`config.mk`:
```
export PLATFORM = sky130hd
export DESIGN_NAME = tapqm_mixer
export DESIGN_NICKNAME = d
export VERILOG_FILES = /design/src/sv/three_axis_pid_quad_mixer_core_assert.svh /design/src/sv/tapqm_pkg.sv /design/src/sv/tapqm_mixer.sv
export SDC_FILE = /design/constraint.sdc
export NUM_CORES = 1
export LEC_CHECK = 0
export ABC_AREA = 1
export BUFFER_PORTS_ARGS = -buffer_cell sky130_fd_sc_hd__buf_4
export CELL_PAD_IN_SITES_DETAIL_PLACEMENT = 1
export CELL_PAD_IN_SITES_GLOBAL_PLACEMENT = 1
export CORE_ASPECT_RATIO = 0.6
export CORE_MARGIN = 2
export CORE_UTILIZATION = 42
export CTS_CLUSTER_SIZE = 12
export DETAILED_ROUTE_END_ITERATION = 16
export GPL_ROUTABILITY_DRIVEN = 1
export PLACE_DENSITY_LB_ADDON = 0.12
export SLEW_MARGIN = 20
export SYNTH_ARGS = -nofsm -noshare
export SYNTH_HDL_FRONTEND = slang
export SYNTH_SLANG_ARGS = --single-unit
```
`constraint.sdc`:
```
create_clock -name clk -period 4.3 [get_ports clk]
set_input_delay 0.215 -clock clk [delete_from_list [all_inputs] [get_ports clk]]
set_output_delay 0.215 -clock clk [all_outputs]
set_load 0.01 [all_outputs]
```
`src/sv/three_axis_pid_quad_mixer_core_assert.svh`:
```
// Assertion macros shared by the PID quad mixer RTL.
// No dependencies; included by the lane and the top level.
`ifndef THREE_AXIS_PID_QUAD_MIXER_CORE_ASSERT_SVH
`define THREE_AXIS_PID_QUAD_MIXER_CORE_ASSERT_SVH

// Same-cycle implication, disabled while in reset.
`define TAPQM_ASSERT_IMPLIES(lbl, clk, rstn, ante, cons) \
  lbl: assert property (@(posedge clk) disable iff (!(rstn)) (ante) |-> (cons)) \
    else $error("tapqm assertion failed");

// Next-cycle implication, disabled while in reset.
`define TAPQM_ASSERT_NEXT(lbl, clk, rstn, ante, cons) \
  lbl: assert property (@(posedge clk) disable iff (!(rstn)) (ante) |=> (cons)) \
    else $error("tapqm assertion failed");

`endif

```
`src/sv/tapqm_pkg.sv`:
```
// Shared types and constants for the three-axis PID quad mixer.
// No dependencies; used by every module of the block.
`default_nettype none

package tapqm_pkg;

  localparam int SAMPLE_WIDTH       = 16;
  localparam int SUM_WIDTH          = 32;
  localparam int MOTOR_WIDTH        = 12;
  localparam int GAIN_FRACTION_BITS = 8;
  localparam int GAIN_WIDTH         = 16;
  localparam int GAINS_WIDTH        = 3 * GAIN_WIDTH;
  localparam int LIMIT_WIDTH        = 15;
  localparam int CFG_DATA_WIDTH     = GAINS_WIDTH;
  localparam int CFG_INDEX_WIDTH    = 3;
  localparam int AXIS_WIDTH         = SAMPLE_WIDTH + GAIN_WIDTH + 4;
  localparam int MIX_WIDTH          = AXIS_WIDTH + 2;

  localparam logic [MOTOR_WIDTH-1:0] LOW_THROTTLE = MOTOR_WIDTH'(10);

  typedef enum logic [CFG_INDEX_WIDTH-1:0] {
    CFG_ROLL_GAINS     = 3'd0,
    CFG_PITCH_GAINS    = 3'd1,
    CFG_YAW_GAINS      = 3'd2,
    CFG_INTEGRAL_LIMIT = 3'd3,
    CFG_MOTOR_MIN      = 3'd4,
    CFG_MOTOR_MAX      = 3'd5
  } cfg_index_t;

  typedef struct packed {
    logic signed [SAMPLE_WIDTH-1:0] roll_setpoint;
    logic signed [SAMPLE_WIDTH-1:0] pitch_setpoint;
    logic signed [SAMPLE_WIDTH-1:0] yaw_setpoint;
    logic        [MOTOR_WIDTH-1:0]  throttle;
    logic signed [SAMPLE_WIDTH-1:0] roll_measured;
    logic signed [SAMPLE_WIDTH-1:0] pitch_measured;
    logic signed [SAMPLE_WIDTH-1:0] yaw_measured;
    logic                           armed;
  } in_data_t;

  typedef struct packed {
    logic [MOTOR_WIDTH-1:0] motor_one;
    logic [MOTOR_WIDTH-1:0] motor_two;
    logic [MOTOR_WIDTH-1:0] motor_three;
    logic [MOTOR_WIDTH-1:0] motor_four;
  } out_data_t;

  typedef struct packed {
    logic s1;
    logic s2;
    logic s3;
    logic s4;
    logic out;
  } stage_en_t;

  typedef struct packed {
    logic first;
    logic clear;
  } axis_ctl_t;

endpackage

`default_nettype wire

```
`src/sv/tapqm_mixer.sv`:
```
// X-frame motor mixer: four motor sums, absolute value and range clamp
// into the output register. Depends on tapqm_pkg.
`default_nettype none

module tapqm_mixer (
  input  wire logic                                     clk,
  input  wire tapqm_pkg::stage_en_t                     en,
  input  wire logic signed [tapqm_pkg::AXIS_WIDTH-1:0]  roll_axis,
  input  wire logic signed [tapqm_pkg::AXIS_WIDTH-1:0]  pitch_axis,
  input  wire logic signed [tapqm_pkg::AXIS_WIDTH-1:0]  yaw_axis,
  input  wire logic        [tapqm_pkg::MOTOR_WIDTH-1:0] throttle,
  input  wire logic        [tapqm_pkg::MOTOR_WIDTH-1:0] motor_min,
  input  wire logic        [tapqm_pkg::MOTOR_WIDTH-1:0] motor_max,
  output tapqm_pkg::out_data_t                          out_data
);

  localparam int MW = tapqm_pkg::MIX_WIDTH;
  localparam int OW = tapqm_pkg::MOTOR_WIDTH;

  logic signed [MW-1:0] sum_r [4];
  tapqm_pkg::out_data_t out_r;

  logic signed [MW-1:0] t_x;
  logic signed [MW-1:0] r_x;
  logic signed [MW-1:0] p_x;
  logic signed [MW-1:0] y_x;
  logic        [OW-1:0] motor [4];

  function automatic logic [OW-1:0] clamp_motor(input logic signed [MW-1:0] v,
                                                input logic [OW-1:0] lo,
                                                input logic [OW-1:0] hi);
    logic [MW-1:0] mag;
    mag = v[MW-1] ? MW'(-v) : MW'(v);
    if (mag > MW'(hi)) begin
      clamp_motor = hi;
    end else if (mag < MW'(lo)) begin
      clamp_motor = lo;
    end else begin
      clamp_motor = mag[OW-1:0];
    end
  endfunction

  always_comb begin
    t_x = $signed(MW'({1'b0, throttle}));
    r_x = MW'(roll_axis);
    p_x = MW'(pitch_axis);
    y_x = MW'(yaw_axis);
  end

  always_ff @(posedge clk) begin
    if (en.s4) begin
      sum_r[0] <= t_x + r_x - p_x - y_x;
      sum_r[1] <= t_x - r_x - p_x + y_x;
      sum_r[2] <= t_x - r_x + p_x - y_x;
      sum_r[3] <= t_x + r_x + p_x + y_x;
    end
  end

  always_comb begin
    for (int i = 0; i < 4; i++) begin
      motor[i] = clamp_motor(sum_r[i], motor_min, motor_max);
    end
  end

  always_ff @(posedge clk) begin
    if (en.out) begin
      out_r.motor_one   <= motor[0];
      out_r.motor_two   <= motor[1];
      out_r.motor_three <= motor[2];
      out_r.motor_four  <= motor[3];
    end
  end

  assign out_data = out_r;

endmodule

`default_nettype wire

```
-- Word level (Yosys, flattened, before mapping)
Memories as Yosys holds them, arrays and structs flattened.
Cells that the tools add are included.
- register bits after elaboration: 48
- bits in latches: 0
- RAM bits: 152
- memory bits (read-only): 0
- bits of input ports: 150
- memories kept: 1
- add/sub/neg operators: 14
- $mul: 0
- div/mod/pow operators: 0
- order comparisons: 8
- eq/ne operators: 0
- shift-type cells: 0
- muxes and demuxes: 14
- bitwise gates (word level): 0
- reductions and logical operators: 0
- memory list (memory ; words ; width ; rd ports ; clocked after Yosys merged registers in ; wr ports ; RTL line ; RTL):
    sum_r ; 4 ; 38 ; 4 ; 0 ; 4 ; tapqm_mixer.sv:20 ; logic signed [MW-1:0] sum_r [4];
- operator list (cell ; number):
    greater-than comparator 38 x 12 -> 1 bit ; 4
    less-than comparator 38 x 12 -> 1 bit ; 4
    2-to-1 mux 38 bit ; 4
    negation 38 bit ; 4
    2-to-1 mux 12 bit ; 8
    adder 37 x 36 -> 38 bit ; 2
    adder 38 x 36 -> 38 bit ; 2
    subtractor 37 x 36 -> 38 bit ; 2
    subtractor 38 x 36 -> 38 bit ; 2
    adder 13 x 36 -> 37 bit ; 1
    subtractor 13 x 36 -> 37 bit ; 1
    2-to-1 mux 1 bit ; 2

-- Logic depth before layout (Yosys ltp)
Gate-level depths: netlist of the first run.
An unclocked memory read counts as a cell.
- depth in word-level cells: 6
- gate-level depth with buffers: 30
- depth with buffers taken out: 29

-- Least setup slack after synthesis of the first run
No wires, ideal clock.
- path type: in2reg
- start point: input throttle[0] in the netlist's numbering
- end point: memory sum_r[1][35] in the netlist's numbering (data pin)
- library setup time: 0.261 ns
- arrival: 4.028 ns
- path slack: 0.011 ns
- cell stages on the path: 26
- buffers on the path: 0
- cell sequence: inv_1 -> ha_1 -> fa_1 -> inv_1 -> nand3_1 -> nand2_1 -> a21oi_1 -> o21ai_1 -> a21boi_1 -> o21ai_2 -> nand2_1 -> nor2_1 -> xor2_1 -> fa_1 -> inv_1 -> ha_1 -> a21oi_1 -> inv_1 -> a21oi_1 -> o21a_1 -> o21ai_0 -> a21oi_1 -> o21bai_1 -> nand2_1 -> nand2_1 -> xor2_1
- RTL lines (what ; RTL line ; RTL):
    start: declaration ; tapqm_mixer.sv:11 ; input wire logic [tapqm_pkg::MOTOR_WIDTH-1:0] throttle,
    end: declaration ; tapqm_mixer.sv:20 ;

==> results of run 1 <==
per-layer routing:
metal | vias to the layer above | GRT usage | part of all wire | routed length [um]
met1 | 18150 | 0.6163 | 0.45 | 73350
met5 | - | 0 | 0 | 0
met2 | 1838 | 0.5876 | 0.41 | 65900
li1 | 16240 | - | - | -
met4 | 0 | 0.07840 | 0.024 | 3915
met3 | 240 | 0.1243 | 0.11 | 18450
state kept, by name, summed over array words and instances, names as in the netlist:
| signal | cells |
|---|---|
| out_data | 48 |
| sum_r | 151 |
metrics by stage:
step / instance area [um2] / hold WS, ns / setup slack [ns] / utilization / power [mW]
floorplan: 30390 / 0.3275 / 0.01124 / - / 10.80
global placement: 38900 / 0.5769 / -1.179 / 0.5426 / 17.12
detailed placement: 38900 / 0.5829 / -1.230 / 0.5426 / 17.67
CTS: 40440 / 0.04902 / -0.05581 / 0.5640 / 19.82
global route: 41940 / 0.08397 / -0.2336 / 0.5849 / 22.15
finish: 41940 / 0.08368 / -0.1533 / 0.5850 / 21.00
power by group:
part           total (mW)  leakage (nW)  switching (mW)  internal (mW)
combinational        15.4          18.5            9.25           6.13
sequential           3.86          1.95           0.775           3.08
clock                1.76         0.282           0.982          0.779
worst max-delay path by stage:
stage | end | slack (ns) | cells past startpoint
2_1_floorplan | sum_r[1][35]$_DFFE_PP_ | 0.01 | 26
3_3_place_gp | sum_r[2][35]$_DFFE_PP_ | -1.18 | 30
3_5_place_dp | sum_r[2][35]$_DFFE_PP_ | -1.23 | 30
4_1_cts | sum_r[1][33]$_DFFE_PP_ | -0.06 | 27
5_1_grt | sum_r[0][34]$_DFFE_PP_ | -0.23 | 30
6_report | sum_r[0][34]$_DFFE_PP_ | -0.15 | 29
cells by family (layout without fill, tap and decap cells):
kind of cell,Yosys count,count (layout),share of synthesized area
simple gates,2155,2155,0.3023
compound gates,583,583,0.1070
fa+ha+maj,419,419,0.2098
other cells,0,1,0
xor+xnor,247,247,0.07118
flops,199,199,0.1966
buf+inv,884,1853,0.1131
cells in the mapped netlist, drive strengths merged, types with 2 or more instances:
cell,n
nor3,45
edfxtp,199
and3,4
nand4,73
buf,43
or2,8
o21ai,189
inv,819
o211ai,13
a21oi,264
and2,3
a31oi,28
ha,268
clkbuf,22
a21o,11
xor2,188
o2111ai,10
xnor2,59
fa,151
o31ai,7
o21bai,26
nand3,337
a211oi,6
o21a,15
nand2,1100
a311oi,2
nand3b,25
a21boi,5
nor4,17
nor2,539
area by class of cell:
class | instances | area (um2)
clock buffer | 17 | 425.4
fill | 9325 | 29760
clock inverter | 15 | 153.9
sequential | 199 | 5976
tap | 975 | 1220
antenna | 1 | 2.502
timing repair buffer | 1002 | 7889
multi-input combinational | 3404 | 23190
inverter | 819 | 3083
worst min-delay path, delay by kind of cell:
kind,cells,cell delay [ns]
AND/OR/NAND/NOR,2,0.13
buffers and inverters,1,0.15
timing repair:
item / in CTS / in global routing
buffers inserted: 9 / 17
pin swaps: 47 / 116
gates cloned: 0 / 0
setup endpoints to repair: 87 / 88
gates resized for setup: 212 / 313
==> reports/qor.txt, run 1 <==
H-tree depth: 4
Max Clock Skew: 0.03173 ns
Yosys cell types: 59
Fin. max-slew vios: 0
Layout cells sized above 1: 0.2757
Final worst slack: -0.1533 ns
Worst EP required: 4.59 ns
Failing checks: negative setup slack
CP most frequent cell: nand2_1
Global-route wire length before repair: 229100 um
Row Count: 76
DPL Wire Length: 133700 um
Tmin final: 4.453 ns
Fin. Hold Viols: 0
Pwr Density: 500.6 mW/mm2
Critical path type: input pin to register
CTS buffer count: 17
Crit path launch: roll_axis[3]
Synth Net Count: 5056
Routed Antenna Nets: 0
Clock latency reported for the late side of the worst-skew pair: 0.52 ns
Most frequent cells in the layout: nand2_1, buf_4, inv_1
Die Area: 0.07460 mm2
Layout area overhead: 38.00%
Hold WC Path Type: input pin to register
Synthesized flop and latch total: 199
Status: finished with violations
CP Capture Type: register
Worst reg2reg path depth: 20
Clk sinks: 199
Synth area leaders: edfxtp_1, nand2_1, ha_1
Slew @ Worst Pin: 1.054 ns
Via-to-Cell Ratio: 5.669
Placed insts: 6373
Number of DRC markers in iteration 0: 4181
Worst Hold Depth: 3
Core Footprint: 0.07170 mm2
Tot GR Track Use: 0.4143
Hold path startpoint: motor_max[4]
Leak pwr: 20.71 nW
Largest delay share family, worst path: simple AND/OR/NAND/NOR gates
Final non-filler cell total: 6432
Nets: 6012
Syn. warnings: 0
Max VDD drop: 0.4004 mV
Setup TNS: -0.7155 ns
DIE WIDTH: 351.3 um
Crit Path Max Fanout: 3
Commonest non-fill, non-tap cell in the layout: nand2_1
Detailed-route via count: 36470
WP buf/inv: 7
Number of synthesized flops with an enable pin: 199
Vias in the first global route: 35820
Clock slew at the register clock pins of the worst setup and hold paths: 0.10 ns
Initial core utilization: 0.4239
Synth Instances: 4487
Max stage delay on crit path: 0.61 ns
Top FF cell, synth: edfxtp_1
Mapped Avg Cell Area: 6.773 um2
Slew Limit Headroom: 0.2970
Upper clock frequency limit: 224.6 MHz
Routability cong.: 1.036
Overflow after GRT: 0
Post-synth top area cell: edfxtp_1
RSZ-0062 raised after global routing: yes
Hold endpoint: out_data[4]$_DFFE_PP_
Cell area after synthesis: 0.03039 mm2
Final setup viols: 15
Sequential cell area fraction in the yosys report: 0.1966
Reg2reg setup slack: 0.28 ns
IO Pins: 198
Total routed wirelength: 161600 um
Maxcap violations: 0
Yosys top cell area share: 0.1966
Antenna violations before repair: 2
Worst endpoint data arrival time: 4.74 ns
Die height: 212.4 um
Residual DRC: 0
Wire length per cell: 25.13 um
Largest buffer count on any clock path: 2
Crit path launch type: input pin
# hold bufs at CTS: 0
RR Endpoint: out_data[21]$_DFFE_PP_
Largest net degree at the start of global routing: 98
CP max stage cell: fa_2
Async S/R FF share, synth: 0
Fin crit share: 1.036
Port Buf Inserts: 194
DRT Pass-1 Iters: 5
TritonCTS clock tree: yes
R2R Path Start: sum_r[2][0]$_DFFE_PP_
CTS Root Cell: clkbuf_16
(Power assumes the default switching activity.)
==> run 2, diff against run 1 <==
--- a/config.mk
+++ b/config.mk
@@ -15,7 +15,7 @@
 export CTS_CLUSTER_SIZE = 12
 export DETAILED_ROUTE_END_ITERATION = 16
 export GPL_ROUTABILITY_DRIVEN = 1
-export PLACE_DENSITY_LB_ADDON = 0.12
+export PLACE_DENSITY = 0.92
 export SLEW_MARGIN = 20
 export SYNTH_ARGS = -nofsm -noshare
 export SYNTH_HDL_FRONTEND = slang
==> run 2 against run 1 <==
Effect of this change: the flow now stops in global routing (5_1_grt); synthesized area unchanged; synthesized cell count unchanged.
==> reports/qor.txt, run 2 <==
Sequential cell area fraction in the yosys report: 0.1966 (unchanged)
Yosys top cell area share: 0.1966 (unchanged)
H-tree depth: 4 (unchanged)
Largest net degree at the start of global routing: 152
Last step reached: global routing (5_1_grt)
Synthesized flop and latch total: 199 (unchanged)
Post-synth top area cell: edfxtp_1
CTS buffer count: 17 (unchanged)
DIE WIDTH: 351.3 um (unchanged)
Count leader, synth: nand2_1
Vias in the first global route: 50510
Overflow after GRT: 25
Clk sinks: 199 (unchanged)
Initial core utilization: 0.4239 (unchanged)
Top FF cell, synth: edfxtp_1
Tot GR Track Use: 0.7197
IO Pins: 198 (unchanged)
Number of synthesized flops with an enable pin: 199 (unchanged)
Synth Net Count: 5056 (unchanged)
Global-route wire length before repair: 379700 um
Mapped Avg Cell Area: 6.773 um2 (unchanged)
# hold bufs at CTS: 0 (unchanged)
Stop err: [ERROR GRT-0116] Global routing finished with congestion. Check the congestion regions in the DRC Viewer.
Placed insts: 6286 (-1.4%)
Routability cong.: 1.207 (+17%)
Die height: 212.4 um (unchanged)
Row Count: 76 (unchanged)
Syn. warnings: 0 (unchanged)
Status: aborted with a tool error
Port Buf Inserts: 194 (unchanged)
Yosys cell types: 59 (unchanged)
Post-synth top cells: nand2_1, inv_1, nor2_1
Synth Instances: 4487 (unchanged)
Synth area leaders: edfxtp_1, nand2_1, ha_1
DPL Wire Length: 146000 um (+9.2%)
Async S/R FF share, synth: 0 (unchanged)
Largest buffer count on any clock path: 2 (unchanged)
Cell area after synthesis: 0.03039 mm2 (unchanged)
Setup WS pre-CTS: -1.224 ns (+0.006000 ns)
CTS Root Cell: clkbuf_16
-- run 2: cell counts after synthesis --
Identical to the previous run, type by type.
-- run 2: stage by stage --
step	utilization	hold slack (ns)	cell area (um2)	setup TNS, ns
after detailed placement	0.5296	0.5602	37980	-77.85
after global placement	0.5296	0.5566	37980	-27.33
after floorplan	-	0.3275	30390	0
after CTS	0.5569	0.02074	39930	-0.1280
-- run 2: layer usage --
layer  GRT overflow  GRT usage
met3              0     0.6427
met4              9     0.6704
met5              1     0.5214
met1              0     0.7103
met2             15     0.8343
-- run 2: cells by family after synthesis --
| group | count (synthesis) | synth area share |
|---|---|---|
| flip-flops | 199 | 0.1966 |
| XOR/XNOR | 247 | 0.07118 |
| buffers and inverters | 884 | 0.1131 |
| AO/OA/AOI/OAI | 583 | 0.1070 |
| adder cells (fa/ha/maj) | 419 | 0.2098 |
| AND/OR/NAND/NOR | 2155 | 0.3023 |
-- run 2: repair_timing --
action                     4_1_cts
gates resized for setup        303
buffers inserted                18
setup endpoints to repair       87
pin swaps                       47
==> run 3, diff against run 2 <==
--- a/config.mk
+++ b/config.mk
@@ -7,15 +7,11 @@
 export LEC_CHECK = 0
 export ABC_AREA = 1
 export BUFFER_PORTS_ARGS = -buffer_cell sky130_fd_sc_hd__buf_4
-export CELL_PAD_IN_SITES_DETAIL_PLACEMENT = 1
-export CELL_PAD_IN_SITES_GLOBAL_PLACEMENT = 1
-export CORE_ASPECT_RATIO = 0.6
 export CORE_MARGIN = 2
-export CORE_UTILIZATION = 42
-export CTS_CLUSTER_SIZE = 12
+export CORE_UTILIZATION = 35
 export DETAILED_ROUTE_END_ITERATION = 16
 export GPL_ROUTABILITY_DRIVEN = 1
-export PLACE_DENSITY = 0.92
+export PLACE_DENSITY_LB_ADDON = 0.15
 export SLEW_MARGIN = 20
 export SYNTH_ARGS = -nofsm -noshare
 export SYNTH_HDL_FRONTEND = slang
==> constraint.sdc (replaced) <==
create_clock -name clk -period 5.6 [get_ports clk]
set_input_delay 0.28 -clock clk [delete_from_list [all_inputs] [get_ports clk]]
set_output_delay 0.28 -clock clk [all_outputs]
set_load 0.01 [all_outputs]
==> run 3 against run 2 <==
Effect of this change: the flow now finishes without violations.
==> reports/qor.txt, run 3 (synthesized netlist as in run 1, its figures left out) <==
Worst endpoint data arrival time: 5.23 ns
Fin. Hold Viols: 0
RSZ-0062 raised after global routing: no
Total routed wirelength: 119300 um
Global-route wire length before repair: 177500 um
Placement-stage cell area: 0.03319 mm2 (-13%)
Antenna violations before repair: 2
Fin crit share: 0.8728
Worst hold slack: 0.1217 ns
Max stage delay on crit path: 0.48 ns
Clk sinks: 199 (unchanged)
Number of DRC markers in iteration 0: 2442
Max Clock Skew: 0.01606 ns
Wire length per cell: 20.44 um
DRT Pass-1 Iters: 6
Final setup viols: 0
Initial core utilization: 0.3520 (-0.07191)
Largest delay share family, worst path: adder cells
Largest buffer count on any clock path: 2 (unchanged)
IO Pins: 198 (unchanged)
Layout cells sized above 1: 0.07390
Setup TNS: 0 ns
Reg2reg setup slack: 1.23 ns
H-tree depth: 4 (unchanged)
Status: finished, final reports clean
Core Footprint: 0.08635 mm2
Hold WC Path Type: input pin to register
DIE WIDTH: 298.7 um (-15%)
Tot GR Track Use: 0.2657
Clock latency reported for the late side of the worst-skew pair: 0.51 ns
# hold bufs at CTS: 0 (unchanged)
Die Area: 0.08921 mm2
Tmin final: 4.887 ns
Commonest non-fill, non-tap cell in the layout: nand2_1
CP Capture Type: register
Layout area overhead: 11.17%
Port Buf Inserts: 194 (unchanged)
CP max stage cell: fa_1
Row Count: 108 (+42%)
Worst EP required: 5.94 ns
Via-to-Cell Ratio: 5.120
Vias in the first global route: 28550
Crit Path Max Fanout: 5
Fin. max-slew vios: 0
Die height: 298.7 um (+41%)
Post-cts sizing count: 0 (-100%)
WP buf/inv: 6
Clock slew at the register clock pins of the worst setup and hold paths: 0.09 ns
Leak pwr: 16.56 nW
DPL Wire Length: 105000 um (-28%)
Slew Limit Headroom: 0.3871
Maxcap violations: 0
Largest net degree at the start of global routing: 84
Slew @ Worst Pin: 0.9160 ns
Max VDD drop: 0.2852 mV
Crit path launch type: input pin
Post-CTS setup repair buffer count: 0 (-18)
Biggest register: sum_r
Nets: 5238
Most frequent cells in the layout: nand2_1, inv_1, nor2_1
Critical path type: input pin to register
Final Total Pwr: 12.68 mW
Overflow after GRT: 0
Routed Antenna Nets: 0
Pwr Density: 375.2 mW/mm2
TritonCTS clock tree: yes
Max FFs per register: 151
Residual DRC: 0
CTS buffer count: 17 (unchanged)
Detailed-route via count: 29900
CTS Root Cell: clkbuf_16
Upper clock frequency limit: 204.6 MHz
Fin area: 0.03379 mm2
Routability cong.: 0.9748 (-19%)
run 3: layer usage:
metal,part of all wire,global-route usage,vias to the layer above
li1,-,-,14750
met1,0.45,0.3619,13910
met2,0.45,0.4304,1081
met3,0.063,0.03671,156
met4,0.038,0.09416,0
met5,0,0,-
run 3: worst paths after layout:
| path | endpoint | startpoint | cells past startpoint |
|---|---|---|---|
| setup / recovery | sum_r[2][35]$_DFFE_PP_ | roll_axis[0] | 28 |
| hold / removal | out_data[5]$_DFFE_PP_ | motor_max[5] | 3 |
| setup reg to reg | out_data[8]$_DFFE_PP_ | sum_r[3][37]$_DFFE_PP_ | 16 |
| hold reg to reg | out_data[12]$_DFFE_PP_ | sum_r[2][0]$_DFFE_PP_ | 4 |
run 3: final cells by class:
type,instances,area [um2]
inverters,819,3074
well taps,1155,1445
clock inverters,15,168.9
diodes,2,5.005
flip-flops and latches,199,5976
fillers,9349,52560
repair buffers,228,1715
multi-input cells,3404,20980
clock buffers,17,425.4
run 3: worst reg2reg max path: stages, from the launching register on:
cell	delay [ns]
edfxtp_1	0.86
inv_1	0.36
or2_2	0.38
xor2_1	0.45
ha_1	0.34
nand4_1	0.10
o211ai_1	0.12
nand2_1	0.08
nand2_1	0.04
nand2_1	0.06
nand2_1	0.04
o21ai_0	0.24
nand3b_1	0.23
nor2_4	0.42
inv_2	0.22
nand2_1	0.10
nand2_1	0.07
run 3: report_power, final:
part           switching [mW]  internal (mW)  leakage, nW
clock                   0.704          0.603        0.289
sequential              0.563           2.37         1.95
combinational            5.67           2.77         14.3
run 3: through the flow:
step | utilization | setup WS (ns) | instances
4_1_cts | 0.3912 | 0.7882 | 5837
2_1_floorplan | - | 1.246 | 4487
6_report | 0.3913 | 0.7125 | 5839
3_3_place_gp | 0.3844 | 0.2623 | 5805
5_1_grt | 0.3913 | 0.3006 | 5838
3_5_place_dp | 0.3844 | 0.2435 | 5805
